<file path="src/rtl/bmap_pkg.sv">
// Shared constants, codes and types of the allocation bitmap block.
package bmap_pkg;

   localparam int MAP_BYTES_DEF = 32;  // default number of bitmap rows
   localparam int ADDR_ROWS     = 32;  // rows an 8-bit bit number can reach
   localparam int ROW_BITS      = 8;
   localparam int ROW_SHIFT     = 3;
   localparam int CSR_W         = 6;
   localparam int REQ_TDATA_W   = 16;
   localparam int RSP_TDATA_W   = 16;

   localparam logic [CSR_W-1:0] CSR_RESET = 6'd32;

   // command codes; the unused code behaves as test
   localparam logic [1:0] CMD_SET   = 2'd0;
   localparam logic [1:0] CMD_CLEAR = 2'd1;
   localparam logic [1:0] CMD_TEST  = 2'd2;

   typedef enum logic [2:0] {
      ST_IDLE,
      ST_READ,
      ST_MODIFY,
      ST_SCAN,
      ST_FINISH
   } state_type;

   // controller to datapath
   typedef struct packed {
      logic capture;      // latch the accepted item
      logic read_row;     // read the addressed row
      logic update;       // modify and write back the row, reset the scan
      logic scan_run;     // advance the first-free scan
      logic load_result;  // move the result into the output register
   } ctl_type;

   // datapath to controller
   typedef struct packed {
      logic scan_done;    // first-free search finished
      logic rsp_busy;     // output register holds an item that is not taken
   } sts_type;

endpackage

</file>
<file path="src/rtl/bmap_ram.sv">
// Generic single-write, single-read RAM with registered read data.
module bmap_ram #(
   parameter  int WIDTH = 8,
   parameter  int DEPTH = 32,
   localparam int AW    = (DEPTH > 1) ? $clog2(DEPTH) : 1
) (
   input  logic             clock,
   input  logic             we,
   input  logic [AW-1:0]    waddr,
   input  logic [WIDTH-1:0] wdata,
   input  logic [AW-1:0]    raddr,
   output logic [WIDTH-1:0] rdata
);

   logic [WIDTH-1:0] mem [DEPTH];
   logic [WIDTH-1:0] rdata_ff;

   always_ff @(posedge clock) begin
      if (we) begin
         mem[waddr] <= wdata;
      end
      rdata_ff <= mem[raddr];
   end

   assign rdata = rdata_ff;

endmodule

</file>
<file path="src/rtl/bmap_ctrl.sv">
// Controller state machine of the allocation bitmap block.
module bmap_ctrl (
   input  logic             clock,
   input  logic             reset,
   input  logic             req_tvalid,
   output logic             req_tready,
   input  bmap_pkg::sts_type sts,
   output bmap_pkg::ctl_type ctl
);
   import bmap_pkg::*;

   state_type state_ff;
   state_type state_in;

   always_ff @(posedge clock) begin
      if (reset) begin
         state_ff <= ST_IDLE;
      end else begin
         state_ff <= state_in;
      end
   end

   always_comb begin
      state_in   = state_ff;
      ctl        = '0;
      req_tready = 1'b0;
      case (state_ff)
         ST_IDLE: begin
            req_tready = 1'b1;
            if (req_tvalid) begin
               ctl.capture = 1'b1;
               state_in    = ST_READ;
            end
         end
         ST_READ: begin
            ctl.read_row = 1'b1;
            state_in     = ST_MODIFY;
         end
         ST_MODIFY: begin
            ctl.update = 1'b1;
            state_in   = ST_SCAN;
         end
         ST_SCAN: begin
            ctl.scan_run = 1'b1;
            if (sts.scan_done) begin
               state_in = ST_FINISH;
            end
         end
         ST_FINISH: begin
            if (!sts.rsp_busy) begin
               ctl.load_result = 1'b1;
               state_in        = ST_IDLE;
            end
         end
         default: begin
            state_in = ST_IDLE;
         end
      endcase
   end

endmodule

</file>
<file path="src/rtl/bmap_dp.sv">
// Datapath of the allocation bitmap block: map rows, update, scan, result.
module bmap_dp #(
   parameter int MAP_BYTES = bmap_pkg::MAP_BYTES_DEF
) (
   input  logic                        clock,
   input  logic                        reset,
   input  bmap_pkg::ctl_type           ctl,
   output bmap_pkg::sts_type           sts,
   input  logic [1:0]                  req_command,
   input  logic [7:0]                  req_bit_index,
   input  logic                        csr_we,
   input  logic [bmap_pkg::CSR_W-1:0]  csr_wdata,
   output logic                        rsp_tvalid,
   input  logic                        rsp_tready,
   output logic                        rsp_bit_value,
   output logic [7:0]                  rsp_first_free_index,
   output logic                        rsp_none_free,
   output logic                        rsp_out_of_range
);
   import bmap_pkg::*;

   localparam int ROWS = (MAP_BYTES < ADDR_ROWS) ? MAP_BYTES : ADDR_ROWS;
   localparam int AW   = (ROWS > 1) ? $clog2(ROWS) : 1;
   localparam int CW   = $clog2(ROWS + 1);

   function automatic logic [2:0] low_zero(input logic [ROW_BITS-1:0] v);
      logic [2:0] pos;
      pos = '0;
      for (int i = ROW_BITS - 1; i >= 0; i--) begin
         if (!v[i]) pos = 3'(i);
      end
      return pos;
   endfunction

   // configuration
   logic [CSR_W-1:0] csr_ff;
   logic [CSR_W-1:0] rows_lim;

   // item
   logic [1:0]  cmd_ff;
   logic [7:0]  bit_ff;
   logic        oor_ff;
   logic        bit_value_ff;
   logic [4:0]  tgt_row;

   // row storage
   logic [ROWS-1:0]     row_valid_ff, row_valid_in;
   logic                rd_valid_ff;
   logic [AW-1:0]       rd_addr;
   logic [ROW_BITS-1:0] rd_data, byte_val, new_byte, mask;
   logic                wr_en;

   // scan
   logic [CW-1:0] scan_issue_ff;
   logic          issue_ok, issue;
   logic          check_vld_ff;
   logic [4:0]    check_row_ff;
   logic          found_ff;
   logic [7:0]    first_ff;

   // output register
   logic       rsp_tvalid_ff;
   logic       rsp_bit_value_ff, rsp_none_free_ff, rsp_out_of_range_ff;
   logic [7:0] rsp_first_ff;

   assign rows_lim = (csr_ff > CSR_W'(ROWS)) ? CSR_W'(ROWS) : csr_ff;
   assign tgt_row  = 5'(bit_ff >> ROW_SHIFT);
   assign issue_ok = CSR_W'(scan_issue_ff) < rows_lim;
   assign issue    = ctl.scan_run && issue_ok && !found_ff;
   assign byte_val = rd_valid_ff ? rd_data : '0;
   assign mask     = ROW_BITS'(1) << bit_ff[2:0];
   assign wr_en    = ctl.update && !oor_ff;

   always_comb begin
      if (ctl.read_row && !oor_ff) begin
         rd_addr = tgt_row[AW-1:0];
      end else if (issue_ok) begin
         rd_addr = scan_issue_ff[AW-1:0];
      end else begin
         rd_addr = '0;
      end
   end

   always_comb begin
      case (cmd_ff)
         CMD_SET:   new_byte = byte_val | mask;
         CMD_CLEAR: new_byte = byte_val & ~mask;
         default:   new_byte = byte_val;
      endcase
   end

   always_comb begin
      row_valid_in = row_valid_ff;
      if (wr_en) begin
         row_valid_in[tgt_row[AW-1:0]] = 1'b1;
      end
   end

   bmap_ram #(
      .WIDTH (ROW_BITS),
      .DEPTH (ROWS)
   ) u_ram (
      .clock (clock),
      .we    (wr_en),
      .waddr (tgt_row[AW-1:0]),
      .wdata (new_byte),
      .raddr (rd_addr),
      .rdata (rd_data)
   );

   always_ff @(posedge clock) begin
      if (reset) begin
         csr_ff        <= CSR_RESET;
         row_valid_ff  <= '0;
         rsp_tvalid_ff <= 1'b0;
         check_vld_ff  <= 1'b0;
         found_ff      <= 1'b0;
         scan_issue_ff <= '0;
      end else begin
         if (csr_we) csr_ff <= csr_wdata;
         row_valid_ff <= row_valid_in;

         if (ctl.load_result) begin
            rsp_tvalid_ff <= 1'b1;
         end else if (rsp_tready) begin
            rsp_tvalid_ff <= 1'b0;
         end

         if (ctl.update) begin
            scan_issue_ff <= '0;
            check_vld_ff  <= 1'b0;
            found_ff      <= 1'b0;
         end else begin
            check_vld_ff <= issue;
            if (issue) scan_issue_ff <= scan_issue_ff + 1'b1;
            if (ctl.scan_run && check_vld_ff && !found_ff && byte_val != '1) begin
               found_ff <= 1'b1;
            end
         end
      end
   end

   always_ff @(posedge clock) begin
      rd_valid_ff <= row_valid_ff[rd_addr];
      if (ctl.capture) begin
         cmd_ff <= req_command;
         bit_ff <= req_bit_index;
         oor_ff <= {1'b0, 5'(req_bit_index >> ROW_SHIFT)} >= rows_lim;
      end
      if (ctl.update) begin
         bit_value_ff <= oor_ff ? 1'b0 : new_byte[bit_ff[2:0]];
         first_ff     <= '0;
      end else if (ctl.scan_run && check_vld_ff && !found_ff && byte_val != '1) begin
         first_ff <= {check_row_ff, low_zero(byte_val)};
      end
      if (issue) check_row_ff <= 5'(scan_issue_ff);
      if (ctl.load_result) begin
         rsp_bit_value_ff    <= bit_value_ff;
         rsp_first_ff        <= first_ff;
         rsp_none_free_ff    <= !found_ff;
         rsp_out_of_range_ff <= oor_ff;
      end
   end

   assign sts.scan_done = found_ff || (!issue_ok && !check_vld_ff);
   assign sts.rsp_busy  = rsp_tvalid_ff && !rsp_tready;

   assign rsp_tvalid           = rsp_tvalid_ff;
   assign rsp_bit_value        = rsp_bit_value_ff;
   assign rsp_first_free_index = rsp_first_ff;
   assign rsp_none_free        = rsp_none_free_ff;
   assign rsp_out_of_range     = rsp_out_of_range_ff;

endmodule

</file>
<file path="src/rtl/bitmap_allocator_first_free.sv">
// Top level of the allocation bitmap block with first-free search.
//
// Channels: req_ carries one command item (set, clear or test of one bit),
// rsp_ returns exactly one result item per command, in order. csr_we and
// csr_wdata write bytes_in_use, the number of 8-bit rows addressed and
// searched; write it only while the block is idle.
// Timing: an accepted item has its row read (ST_READ), then updated
// (ST_MODIFY); then the scan reads rows 0 upward, one per cycle from the
// single RAM read port, checks each row the cycle after its read and stops
// the cycle after the first row with a zero bit. rsp_tvalid rises in the
// same cycle in which the next item can be taken. Apart from a stalled
// result, the scan over the row RAM sets when the next item can be taken.
// Reset: the map reads as all zero (per-row valid bits cleared at once, no
// clearing pass), bytes_in_use returns to 32, no result is pending.
// Stall: a result waits in the output register while the next item is
// taken and worked on; that item then waits until the register is free.
module bitmap_allocator_first_free #(
   parameter int MAP_BYTES = bmap_pkg::MAP_BYTES_DEF
) (
   input  logic                               clock,
   input  logic                               reset,
   // request: [1:0] command, [9:2] bit_index, [15:10] zero
   input  logic                               req_tvalid,
   output logic                               req_tready,
   input  logic [bmap_pkg::REQ_TDATA_W-1:0]   req_tdata,
   // response: [0] bit_value, [8:1] first_free_index, [9] none_free,
   // [10] out_of_range, [15:11] zero
   output logic                               rsp_tvalid,
   input  logic                               rsp_tready,
   output logic [bmap_pkg::RSP_TDATA_W-1:0]   rsp_tdata,
   // bytes_in_use register
   input  logic                               csr_we,
   input  logic [bmap_pkg::CSR_W-1:0]         csr_wdata
);
   import bmap_pkg::*;

   ctl_type ctl;
   sts_type sts;

   logic       rsp_bit_value;
   logic [7:0] rsp_first_free_index;
   logic       rsp_none_free;
   logic       rsp_out_of_range;

   bmap_ctrl u_ctrl (
      .clock      (clock),
      .reset      (reset),
      .req_tvalid (req_tvalid),
      .req_tready (req_tready),
      .sts        (sts),
      .ctl        (ctl)
   );

   bmap_dp #(
      .MAP_BYTES (MAP_BYTES)
   ) u_dp (
      .clock                (clock),
      .reset                (reset),
      .ctl                  (ctl),
      .sts                  (sts),
      .req_command          (req_tdata[1:0]),
      .req_bit_index        (req_tdata[9:2]),
      .csr_we               (csr_we),
      .csr_wdata            (csr_wdata),
      .rsp_tvalid           (rsp_tvalid),
      .rsp_tready           (rsp_tready),
      .rsp_bit_value        (rsp_bit_value),
      .rsp_first_free_index (rsp_first_free_index),
      .rsp_none_free        (rsp_none_free),
      .rsp_out_of_range     (rsp_out_of_range)
   );

   // pack the result item, lowest field first
   assign rsp_tdata = {5'd0, rsp_out_of_range, rsp_none_free,
                       rsp_first_free_index, rsp_bit_value};

endmodule

</file>
<file path="config.mk">
export PLATFORM = sky130hd
export DESIGN_NAME = bitmap_allocator_first_free
export DESIGN_NICKNAME = d
export VERILOG_FILES = /design/src/rtl/bmap_pkg.sv /design/src/rtl/bmap_ram.sv /design/src/rtl/bmap_ctrl.sv /design/src/rtl/bmap_dp.sv /design/src/rtl/bitmap_allocator_first_free.sv
export SDC_FILE = /design/constraint.sdc
export NUM_CORES = 1
export LEC_CHECK = 0
export BUFFER_PORTS_ARGS = -buffer_cell sky130_fd_sc_hd__buf_4
export CAP_MARGIN = 40
export CORE_UTILIZATION = 66
export DETAILED_ROUTE_END_ITERATION = 7
export PLACE_DENSITY_LB_ADDON = 0.25
export SETUP_SLACK_MARGIN = 0.5
export SLEW_MARGIN = 20
export SYNTH_ARGS = -nofsm -noshare
export SYNTH_HDL_FRONTEND = slang
export SYNTH_SLANG_ARGS = --single-unit
</file>
<file path="constraint.sdc">
create_clock -name clock -period 7.8 [get_ports clock]
set_input_delay 1.17 -clock clock [delete_from_list [all_inputs] [get_ports clock]]
set_output_delay 1.17 -clock clock [all_outputs]
set_load 0.05 [all_outputs]
</file>
# == Yosys cells after proc, flatten, opt, wreduce, memory -nomap -nowiden ==
# Memory sizes are Yosys's and may differ from the RTL's. A register that Yosys moved wholly into a read port is not among the register bits.
# Index checks and enable logic that the tools add are counted.
# totals
register_bits,87
mem_bits_rw,256
input_bits,27
out_inout_bits,18
elab_cells,97
n_memories,1
# classes
n_addsub,1
order_cmp,7
eq_ne,9
shifts,1
mux,35
bitwise_logic,4
n_reduce_logical,21
# memory_table
name,words,word_bits,rd,rd_ports_with_merged_regs,wr,line,text
u_dp.u_ram.mem,32,8,1,1,1,bmap_ram.sv:15,logic [WIDTH-1:0] mem [DEPTH];
# op_table
cell,n
$mux W3,11
$or A32 B32 Y32,1
$pmux W8 S2,1
$mux W1,15
$pmux W3 S5,1
$lt A5 B6 Y1 const B,2
$logic_and A1 B1 Y1,10
$mux W5,2
$and A8 B8 Y8,1
$mux W8,1
$ne A8 B8 Y1 const B,1
$not A8 Y8,1
$or A8 B8 Y8,1
$shl A1 B3 Y8 const A,1
$add A6 B1 Y6 const B,1
$eq A3 B2 Y1 const B,2
$ge A5 B6 Y1,1
$gt A6 B6 Y1 const B,1
$lt A6 B6 Y1,1
$mux W6,1
$ne A2 B2 Y1 const B,3
$bmux W1 S5,1
$demux W1 S5,1
$ge A5 B1 Y1 const B,1
other kinds (12),16

# == Depth between registers and ports, before layout ==
# Gate-level depths: netlist of run 1.
# logic_depth
depth_word,9
depth_mapped,13
mapped_depth_nobuf,11

# == Cells and area by module ==
# From an unflattened synthesis of run 1, not the netlist that was laid out.
# unflattened
cells_unflattened,847
hier_area_um2,14212.4
# modules_own_cells
module,n_inst,cells_each,area_each_um2,seq_area_each_um2
bmap_ram,1,417,10053.4,7847.5
bmap_dp,1,399,3892.5,1961.9
bmap_ctrl,1,22,202.7,60.1
bitmap_allocator_first_free,1,9,63.8,0.0

# == Worst setup path before layout of run 1 ==
# OpenSTA, ideal clock, no wires.
# synth_timing
path_type,reg2reg
startpoint,reg u_dp.bit_ff[2]
endpoint,"reg u_dp.bit_value_ff, data pin"
setup_time_ps,140
arrival_time_ps,3467
required_ps,7660
slack_ps,4193
stages_incl_launch_ff,8
n_path_buf,2
synth_period_minus_slack_ps,3607
path_cell_list,edfxtp_1 clkbuf_1 nand2b_1 clkbuf_1 o41ai_1 mux4_2 mux2i_1 nor2_1
# synth_via
elab_chain_len,6
elab_cells_between_ends,7
classes_between,shift (1); mux (3); bitwise (3)
# synth_lines
item,line,text
from (decl),bmap_dp.sv:41,logic [7:0] bit_ff;
from (signal assigned),bmap_dp.sv:147,bit_ff <= req_bit_index;
$shl A1 B3 Y8 *,bmap_dp.sv:71,assign mask = ROW_BITS'(1) << bit_ff[2:0];
$not A8 Y8,bmap_dp.sv:87,CMD_CLEAR: new_byte = byte_val & ~mask;
$and A8 B8 Y8,bmap_dp.sv:87,
$pmux W8 S2 *,bmap_dp.sv:85,case (cmd_ff)
via u_dp.new_byte[4],bmap_dp.sv:50,"logic [ROW_BITS-1:0] rd_data, byte_val, new_byte, mask;"
$bmux W1 S3 *,bmap_dp.sv:151,bit_value_ff <= oor_ff ? 1'b0 : new_byte[bit_ff[2:0]];
$mux W1 (implied by the code) *,bmap_dp.sv:151,
to (signal assigned),bmap_dp.sv:151,
to (decl),bmap_dp.sv:43,logic bit_value_ff;
# The timed path passes the listed nets; every way through them passes the cells marked *. The select of a mux whose other input is x is not followed.
# A chain may end at the register's enable or synchronous reset.

# == Final worst setup path of run 1 ==
# layout_timing
startpoint,reg u_dp.csr_ff[5]
endpoint,reg u_dp.rd_valid_ff
# layout_via
elab_chain_len,7
# layout_lines
item,line,text
from (decl),bmap_dp.sv:36,logic [CSR_W-1:0] csr_ff;
from (signal assigned),bmap_dp.sv:120,if (csr_we) csr_ff <= csr_wdata;
$gt A6 B6 Y1,bmap_dp.sv:66,assign rows_lim = (csr_ff > CSR_W'(ROWS)) ? CSR_W'(ROWS) : csr_ff;
$mux W6 *,bmap_dp.sv:66,
$lt A6 B6 Y1 *,bmap_dp.sv:68,assign issue_ok = CSR_W'(scan_issue_ff) < rows_lim;
$mux W5 *,bmap_dp.sv:77,end else if (issue_ok) begin
$mux W5 *,bmap_dp.sv:75,if (ctl.read_row && !oor_ff) begin
$bmux W1 S5 *,bmap_dp.sv:144,rd_valid_ff <= row_valid_ff[rd_addr];
$mux W1 (implied by the code) *,bmap_dp.sv:144,
to (signal assigned),bmap_dp.sv:144,
to (decl),bmap_dp.sv:48,logic rd_valid_ff;
# Mark *: on every way between the ends. The rest lies on a longest branch, timed or not. The select of a mux whose other input is x is not followed.

==> flow_metrics.py, run 1 <==
metrics = {
    "status": {
        "outcome": "finished, final reports clean",
    },
    "place": {
        "io_buffers": 33,
        "hpwl_um": 20200,
        "gp_congestion": 0.895,
    },
    "logic_synthesis": {
        "ys_ff_latch": 351,
        "synth_area_um2": 14300,
        "synth_area_per_cell_um2": 12.6,
        "ys_types": 67,
        "synth_edf_count": 284,
        "async_reset_ff_share_pct": 0,
        "yosysWarningCount": 0,
        "ys_seq_area_share_pct": 69.1,
        "netlist_instances": 1132,
        "ys.flop_type": "edfxtp_1",
    },
    "sta": {
        "tns_ns": 0,
        "finalMaxSlewViolations": 0,
        "rsz0062_at_grt": "no",
        "fin_crit_sh_pct": 55.2,
        "min_period_ns": 4.31,
        "maxSlewHeadroom_pct": 37.8,
        "fmax_mhz": 232,
        "clock_skew_ns": 0.0233,
        "worst_pin_slew_ns": 0.933,
        "hold_viol": 0,
        "setup-violations-final": 0,
    },
    "clocking": {
        "cts_sinks": 351,
        "hold_buffers": 0,
        "cts_resized": 0,
        "htree_levels": 2,
        "clock_path_buffers": 3,
        "cts-root-buf": "clkbuf_16",
        "path_clk_slew_ns": 0.06,
        "cts_buffers": 35,
        "post_cts_buffers": 0,
        "cts_tree": "done",
        "clk_latency_ns": 0.53,
    },
    "floorplanning": {
        "dieArea_um2": 22200,
        "fp.coreArea_um2": 21200,
        "initial_core_util_pct": 67.6,
        "die_h_um": 149,
        "fp-row-count": 53,
        "die_x_um": 149,
        "num_io_pins": 45,
    },
    "pwr": {
        "p_per_area_nw_per_um2": 266,
        "p_int_uw": 3200,
        "leakagePower_uw": 0.00549,
        "comb_power_share_pct": 11.1,
        "vdd.ir_drop.worst_mv": 0.257,
        "p_seq_share_pct": 50.5,
        "power_switching_uw": 1060,
        "clock_power_share_pct": 38.3,
        "swShare_pct": 24.9,
    },
    "global_routing": {
        "overflow": 0,
        "grt_pass1_wl_um": 51400,
        "antenna_found_initial": 1,
        "grt_usage_pct": 31.5,
        "grt_max_degree": 71,
        "grt_pass1_vias": 9186,
    },
    "setup_path": {
        "critPathKind": "flip-flop to flip-flop",
        "cp.arrival_ns": 4.66,
        "cp-end-kind": "flip-flop",
        "critical_path.max_fanout": 54,
        "startpoint_type": "flip-flop",
        "crit_required_ns": 8.15,
    },
    "finish": {
        "nets": 1212,
        "drive_gt1_share_pct": 12.7,
        "mostFrequentLayoutCells": "284 x edfxtp_1, 222 x nand2_1, 105 x nor2_1",
        "area_growth_pct": 12.1,
        "final_util_pct": 75.8,
        "diodes": 0,
        "layout_commonest_cell": "edfxtp_1",
    },
    "worst_hold_path": {
        "min_path_type": "flip-flop to flip-flop",
    },
    "detailed_routing": {
        "wl_per_cell_um": 22.7,
        "routed_via_density": 6.49,
        "postRouteAntennaNets": 0,
        "drc_errors": 0,
        "drt-total-wl_um": 33600,
        "drt-initial-drc-count": 1016,
        "firstDrtPassIters": 6,
        "route.vias.total": 9581,
    },
    "job": {
        "cap_violations": 0,
    },
}
[metal layers]
layer	routed length (µm)	track usage, %	up-vias	part of all wire (%)
met4	1300	14.2	0	3.9
met2	16100	49.8	607	48
met5	0	0	-	0
met3	3430	5.96	112	10
li1	-	-	4235	-
met1	12700	42.8	4627	38
[power by group through the flow]
stage / logic (µW) / registers (µW) / clock network, µW
after global routing: 507 / 2160 / 1710
final: 474 / 2150 / 1630
after detailed placement: 455 / 2190 / 0
after floorplan: 317 / 2170 / 0
after global placement: 438 / 2190 / 0
after CTS: 462 / 2150 / 1650
[flip-flops by register name, indices dropped and copies added (netlist names)]
signal and count:
u_dp.row_valid_ff 32, u_dp.u_ram.mem 256, u_dp.rsp_out_of_range 1, u_ctrl.state_ff 3, u_dp.found_ff 1, u_dp.rd_valid_ff 1, u_dp.oor_ff 1, u_dp.check_row_ff 5
u_dp.bit_value_ff 1, u_dp.bit_ff 8, u_dp.cmd_ff 2, u_dp.check_vld_ff 1, u_dp.csr_ff 6, u_dp.u_ram.rdata 8, u_dp.rsp_tvalid 1, u_dp.rsp_none_free 1
u_dp.scan_issue_ff 6, u_dp.rsp_bit_value 1, u_dp.first_ff 8, u_dp.rsp_first_free_index 8
[through the flow]
step	setup WS [ns]	hold slack (ns)	instances	instance area, µm²	power, µW
2_1_floorplan	4.19	0.400	1136	14300	2480
3_3_place_gp	3.67	0.404	1392	14700	2630
3_5_place_dp	3.63	0.420	1396	14800	2650
4_1_cts	3.55	0.434	1460	15900	4260
5_1_grt	3.23	0.450	1476	16000	4380
6_report	3.49	0.435	1476	16000	4260
[cell usage after synthesis (4+ instances only)]
cell         n  area [µm²]
a21oi_1     59         295
a221oi_1     9        78.8
a22oi_1      9        67.6
a31oi_1     10        62.6
a32oi_1      8        70.1
buf_2       14        70.1
buf_4       18         135
buf_6        7        78.8
clkbuf_1    22        82.6
dfxtp_1     67        1340
edfxtp_1   284        8530
ha_1        11         138
inv_1       10        37.5
mux2i_1     49         490
nand2_1    222         833
nand2b_1     9        56.3
nand3_1     55         275
nand4_1     10        62.6
nor2_1     105         394
nor2b_1      7        43.8
nor3_1      13        65.1
nor4_1       9        56.3
o2111ai_1    5        43.8
o211ai_1    11        82.6
o21a_1      19         143
o21ai_0     13        65.1
o21ai_2      4        35.0
o22ai_1      8        50.1
o41ai_1      4        35.0
or2_2        4        25.0
[area by class of cell]
cell class	count	area, µm²
flip-flops and latches	351	9870
fillers	1287	5130
repair buffers	66	523
inverters	12	45.0
clock inverters	13	129
multi-input cells	708	4110
clock buffers	51	1010
well taps	275	344
[path summary, 6_finish.rpt]
| kind | startpoint | end | slack (ns) | depth (start not counted) |
|---|---|---|---|---|
| worst max-delay path | u_dp.csr_ff[5] | u_dp.rd_valid_ff | 3.49 | 12 |
| worst min-delay path | u_dp.bit_value_ff | u_dp.rsp_bit_value | 0.43 | 0 |
| worst max register to register | u_dp.csr_ff[5] | u_dp.rd_valid_ff | 3.49 | 12 |
| worst min register to register | u_dp.bit_value_ff | u_dp.rsp_bit_value | 0.43 | 0 |
[critical path, stage by stage (launching register included)]
cell	delay (ns)
dfxtp_1	0.36
inv_1	0.18
nand2_1	0.12
ha_1	0.31
a211oi_1	0.38
nor2_2	0.20
o21ai_4	0.17
buf_4	0.53
buf_4	0.70
mux2i_1	0.30
o22ai_1	0.13
nor4_1	0.55
a32oi_1	0.18
[kinds of logic (layout without fill, tap and decap cells)]
kind of cell	after synthesis	after routing	synth area share, %
buffers and inverters	77	142	2.99
XOR/XNOR	5	5	0.306
flip-flops	351	351	69.1
other	1	5	0.0262
multiplexers	53	53	3.90
AO/OA/AOI/OAI	184	184	8.93
adder cells (fa/ha/maj)	11	11	0.963
AND/OR/NAND/NOR	450	450	13.8
Note: power is estimated with default switching activity, not from simulation.
==> inputs of run 2 (changes only) <==
--- a/config.mk
+++ b/config.mk
@@ -5,9 +5,10 @@
 export SDC_FILE = /design/constraint.sdc
 export NUM_CORES = 1
 export LEC_CHECK = 0
+export ABC_AREA = 1
 export BUFFER_PORTS_ARGS = -buffer_cell sky130_fd_sc_hd__buf_4
 export CAP_MARGIN = 40
-export CORE_UTILIZATION = 66
+export CORE_UTILIZATION = 56
 export DETAILED_ROUTE_END_ITERATION = 7
 export PLACE_DENSITY_LB_ADDON = 0.25
 export SETUP_SLACK_MARGIN = 0.5
==> constraint.sdc (replaced) <==
create_clock -name clock -period 3.6 [get_ports clock]
set_input_delay 0.54 -clock clock [delete_from_list [all_inputs] [get_ports clock]]
set_output_delay 0.54 -clock clock [all_outputs]
set_load 0.05 [all_outputs]
==> run 2 against run 1 <==
Clock-buffer cell count rose by 3. Wire length rose by 10%. Highest routed layer unchanged. Cell area rose by 8.8%. Utilization fell by 11 points. Combinational power rose to 4.9 times the previous value. First-iteration DRC count rose by 9.1%. Final cell count rose by 35%. Register-to-register slack got worse by 2.8 ns. Via count rose by 17%. Setup slack got worse by 2.8 ns.
==> flow_metrics.py, run 2 <==
metrics = {
    "detailed_routing": {
        "route.vias.total": 11180,
        "drt-initial-drc-count": 1108,
        "postRouteAntennaNets": 0,
        "routed_via_density": 5.63,
        "drt-total-wl_um": 36900,
        "drc_errors": 0,
        "wl_per_cell_um": 18.6,
        "firstDrtPassIters": 6,
    },
    "setup_path": {
        "cp-end-kind": "flip-flop",
        "cp_common_cell": "nand2_1",
        "startpoint_type": "flip-flop",
        "crit_required_ns": 4.02,
        "crit_slowest_cell": "buf_4",
        "crit_chain": "inv_2 -> nand2_1 -> ha_1 -> nand2_1 -> a21oi_1 -> nor2_1 -> and2_1 -> nand3_1 -> nand2_2 -> buf_4 -> nand3_1 -> nand3_1 -> nand2_1 -> nand2_1 -> nand2_1",
        "critical_path.max_fanout": 36,
        "cp.arrival_ns": 3.29,
        "max_stage_delay_ns": 0.43,
        "critPathKind": "flip-flop to flip-flop",
    },
    "finish": {
        "top_register": "u_dp.u_ram.mem",
        "largest_registers": "u_dp.u_ram.mem x256, u_dp.row_valid_ff x32",
        "mostFrequentLayoutCells": "357 x nand2_1, 321 x nand3_1, 284 x edfxtp_1",
        "drive_gt1_share_pct": 8.87,
        "nets": 1655,
        "largest_reg_flops": 256,
        "fin_area_um2": 17400,
        "area_growth_pct": 12.9,
        "stdcell_count": 1987,
        "n_fill_cell": 2073,
        "layout_commonest_cell": "nand2_1",
        "final_util_pct": 64.5,
        "diodes": 0,
    },
    "place": {
        "dp.cells": 1908,
        "hpwl_um": 21500,
        "place_area_um2": 16100,
        "io_buffers": 33,
        "gp_congestion": 0.839,
    },
    "clocking": {
        "htree_levels": 2,
        "cts_buffers": 38,
        "cts-root-buf": "clkbuf_16",
        "clk_latency_ns": 0.53,
        "path_clk_slew_ns": 0.06,
        "cts_tree": "done",
        "post_cts_buffers": 0,
        "clock_path_buffers": 3,
        "hold_buffers": 0,
        "cts_sinks": 351,
    },
    "logic_synthesis": {
        "synth_top_cell_area_share_pct": 55.2,
        "yosysWarningCount": 0,
        "synth_edf_count": 284,
        "synth_top_area_cell": "edfxtp_1",
        "netlist_instances": 1581,
        "ys_ff_latch": 351,
        "ys_top_cells_by_area": "edfxtp_1 55%, nand3_1 10%, nand2_1 8.7%",
        "synthTopCellsByCount": "358 x nand2_1, 322 x nand3_1, 284 x edfxtp_1",
        "async_reset_ff_share_pct": 0,
        "ys_types": 39,
        "ys_seq_area_share_pct": 63.9,
        "synth_area_um2": 15400,
        "ys.flop_type": "edfxtp_1",
        "post-synth-top-count-cell": "nand2_1",
        "synth_area_per_cell_um2": 9.77,
    },
    "pwr": {
        "p_seq_share_pct": 43.8,
        "vdd.ir_drop.worst_mv": 0.532,
        "p_per_area_nw_per_um2": 644,
        "comb_power_share_pct": 20.7,
        "swShare_pct": 30.0,
        "total_power_uw": 11200,
        "power_switching_uw": 3370,
        "p_int_uw": 7860,
        "clock_power_share_pct": 35.4,
        "leakagePower_uw": 0.00730,
    },
    "global_routing": {
        "grt_max_degree": 145,
        "grt_usage_pct": 26.7,
        "overflow": 0,
        "grt_pass1_vias": 10612,
        "antenna_found_initial": 0,
        "grt_pass1_wl_um": 57500,
    },
    "floorplanning": {
        "die_x_um": 168,
        "die_h_um": 168,
        "num_io_pins": 45,
        "fp-row-count": 60,
        "initial_core_util_pct": 57.1,
        "fp.coreArea_um2": 27000,
        "dieArea_um2": 28200,
    },
    "job": {
        "cap_violations": 0,
    },
    "worst_hold_path": {
        "min_path_type": "input port to flip-flop",
    },
    "sta": {
        "hold_viol": 0,
        "clock_skew_ns": 0.0176,
        "finalMaxSlewViolations": 0,
        "setup-violations-final": 0,
        "min_period_ns": 2.87,
        "tns_ns": 0,
        "fin_crit_sh_pct": 79.7,
        "rsz0062_at_grt": "no",
        "maxSlewHeadroom_pct": 42.5,
        "worst_pin_slew_ns": 0.863,
        "fmax_mhz": 349,
    },
    "status": {
        "outcome": "finished, final reports clean",
    },
}
[run 2: stage by stage]
stage               hold WS (ns)  setup slack, ns
global route               0.174            0.503
finish                     0.184            0.732
CTS                        0.170            0.708
floorplan                  0.400             1.36
detailed placement         0.418            0.731
global placement           0.409            0.814
[run 2: kinds of logic after synthesis]
logic type / count (synthesis) / share of synthesized area, %
fa+ha+maj: 11 / 0.891
buf+inv: 293 / 8.01
other cells: 1 / 0.0243
compound gates: 67 / 2.36
flops: 351 / 63.9
simple gates: 858 / 24.8
[run 2: final timing paths]
path / start / endpoint / slack [ns] / cells past startpoint
max: u_dp.csr_ff[5] / u_dp.u_ram.rdata[3] / 0.73 / 15
min: req_tdata[4] / u_dp.bit_ff[2] / 0.18 / 1
max reg2reg: u_dp.csr_ff[5] / u_dp.u_ram.rdata[3] / 0.73 / 15
min reg2reg: u_dp.first_ff[4] / u_dp.rsp_first_free_index[4] / 0.44 / 0
[run 2: timing repair]
item / 4_1_cts / 5_1_grt
resized for setup: 0 / 3
endpoints found under the hold margin: 0 / 0
endpoints found under the setup margin: 0 / 4
[run 2: layout make-up]
class / instances / area [µm²] / share of cell area (%)
sequential: 351 / 9870 / 56.6
clock inverter: 15 / 171 / 0.983
multi-input combinational: 941 / 4390 / 25.2
clock buffer: 54 / 1100 / 6.34
tap: 341 / 427 / 2.45
inverter: 211 / 795 / 4.56
timing repair buffer: 74 / 678 / 3.89
[run 2: critical path: cells and delay by family, from the launching register on]
family | cells | cell delay, ns
buffers and inverters | 2 | 0.54
AND/OR/NAND/NOR | 11 | 1.51
adder cells (fa/ha/maj) | 1 | 0.31
flip-flops | 1 | 0.33
AO/OA/AOI/OAI | 1 | 0.05
[run 2: power groups by stage]
stage | Sequential [µW] | Clock [µW] | Combinational, µW
2_1_floorplan | 5000 | 0 | 1470
3_3_place_gp | 5000 | 0 | 2180
3_5_place_dp | 5000 | 0 | 2280
4_1_cts | 4920 | 4020 | 2290
5_1_grt | 4930 | 4160 | 2530
6_report | 4920 | 3980 | 2330
[run 2: routing by layer]
layer  vias up  global-route usage [%]  routed length (µm)
met5         -                       0                   0
met4         0                    9.96                1220
met3        83                    3.15                2710
met2       429                    43.3               17400
met1      5355                    37.3               15600
li1       5313                       -                   -
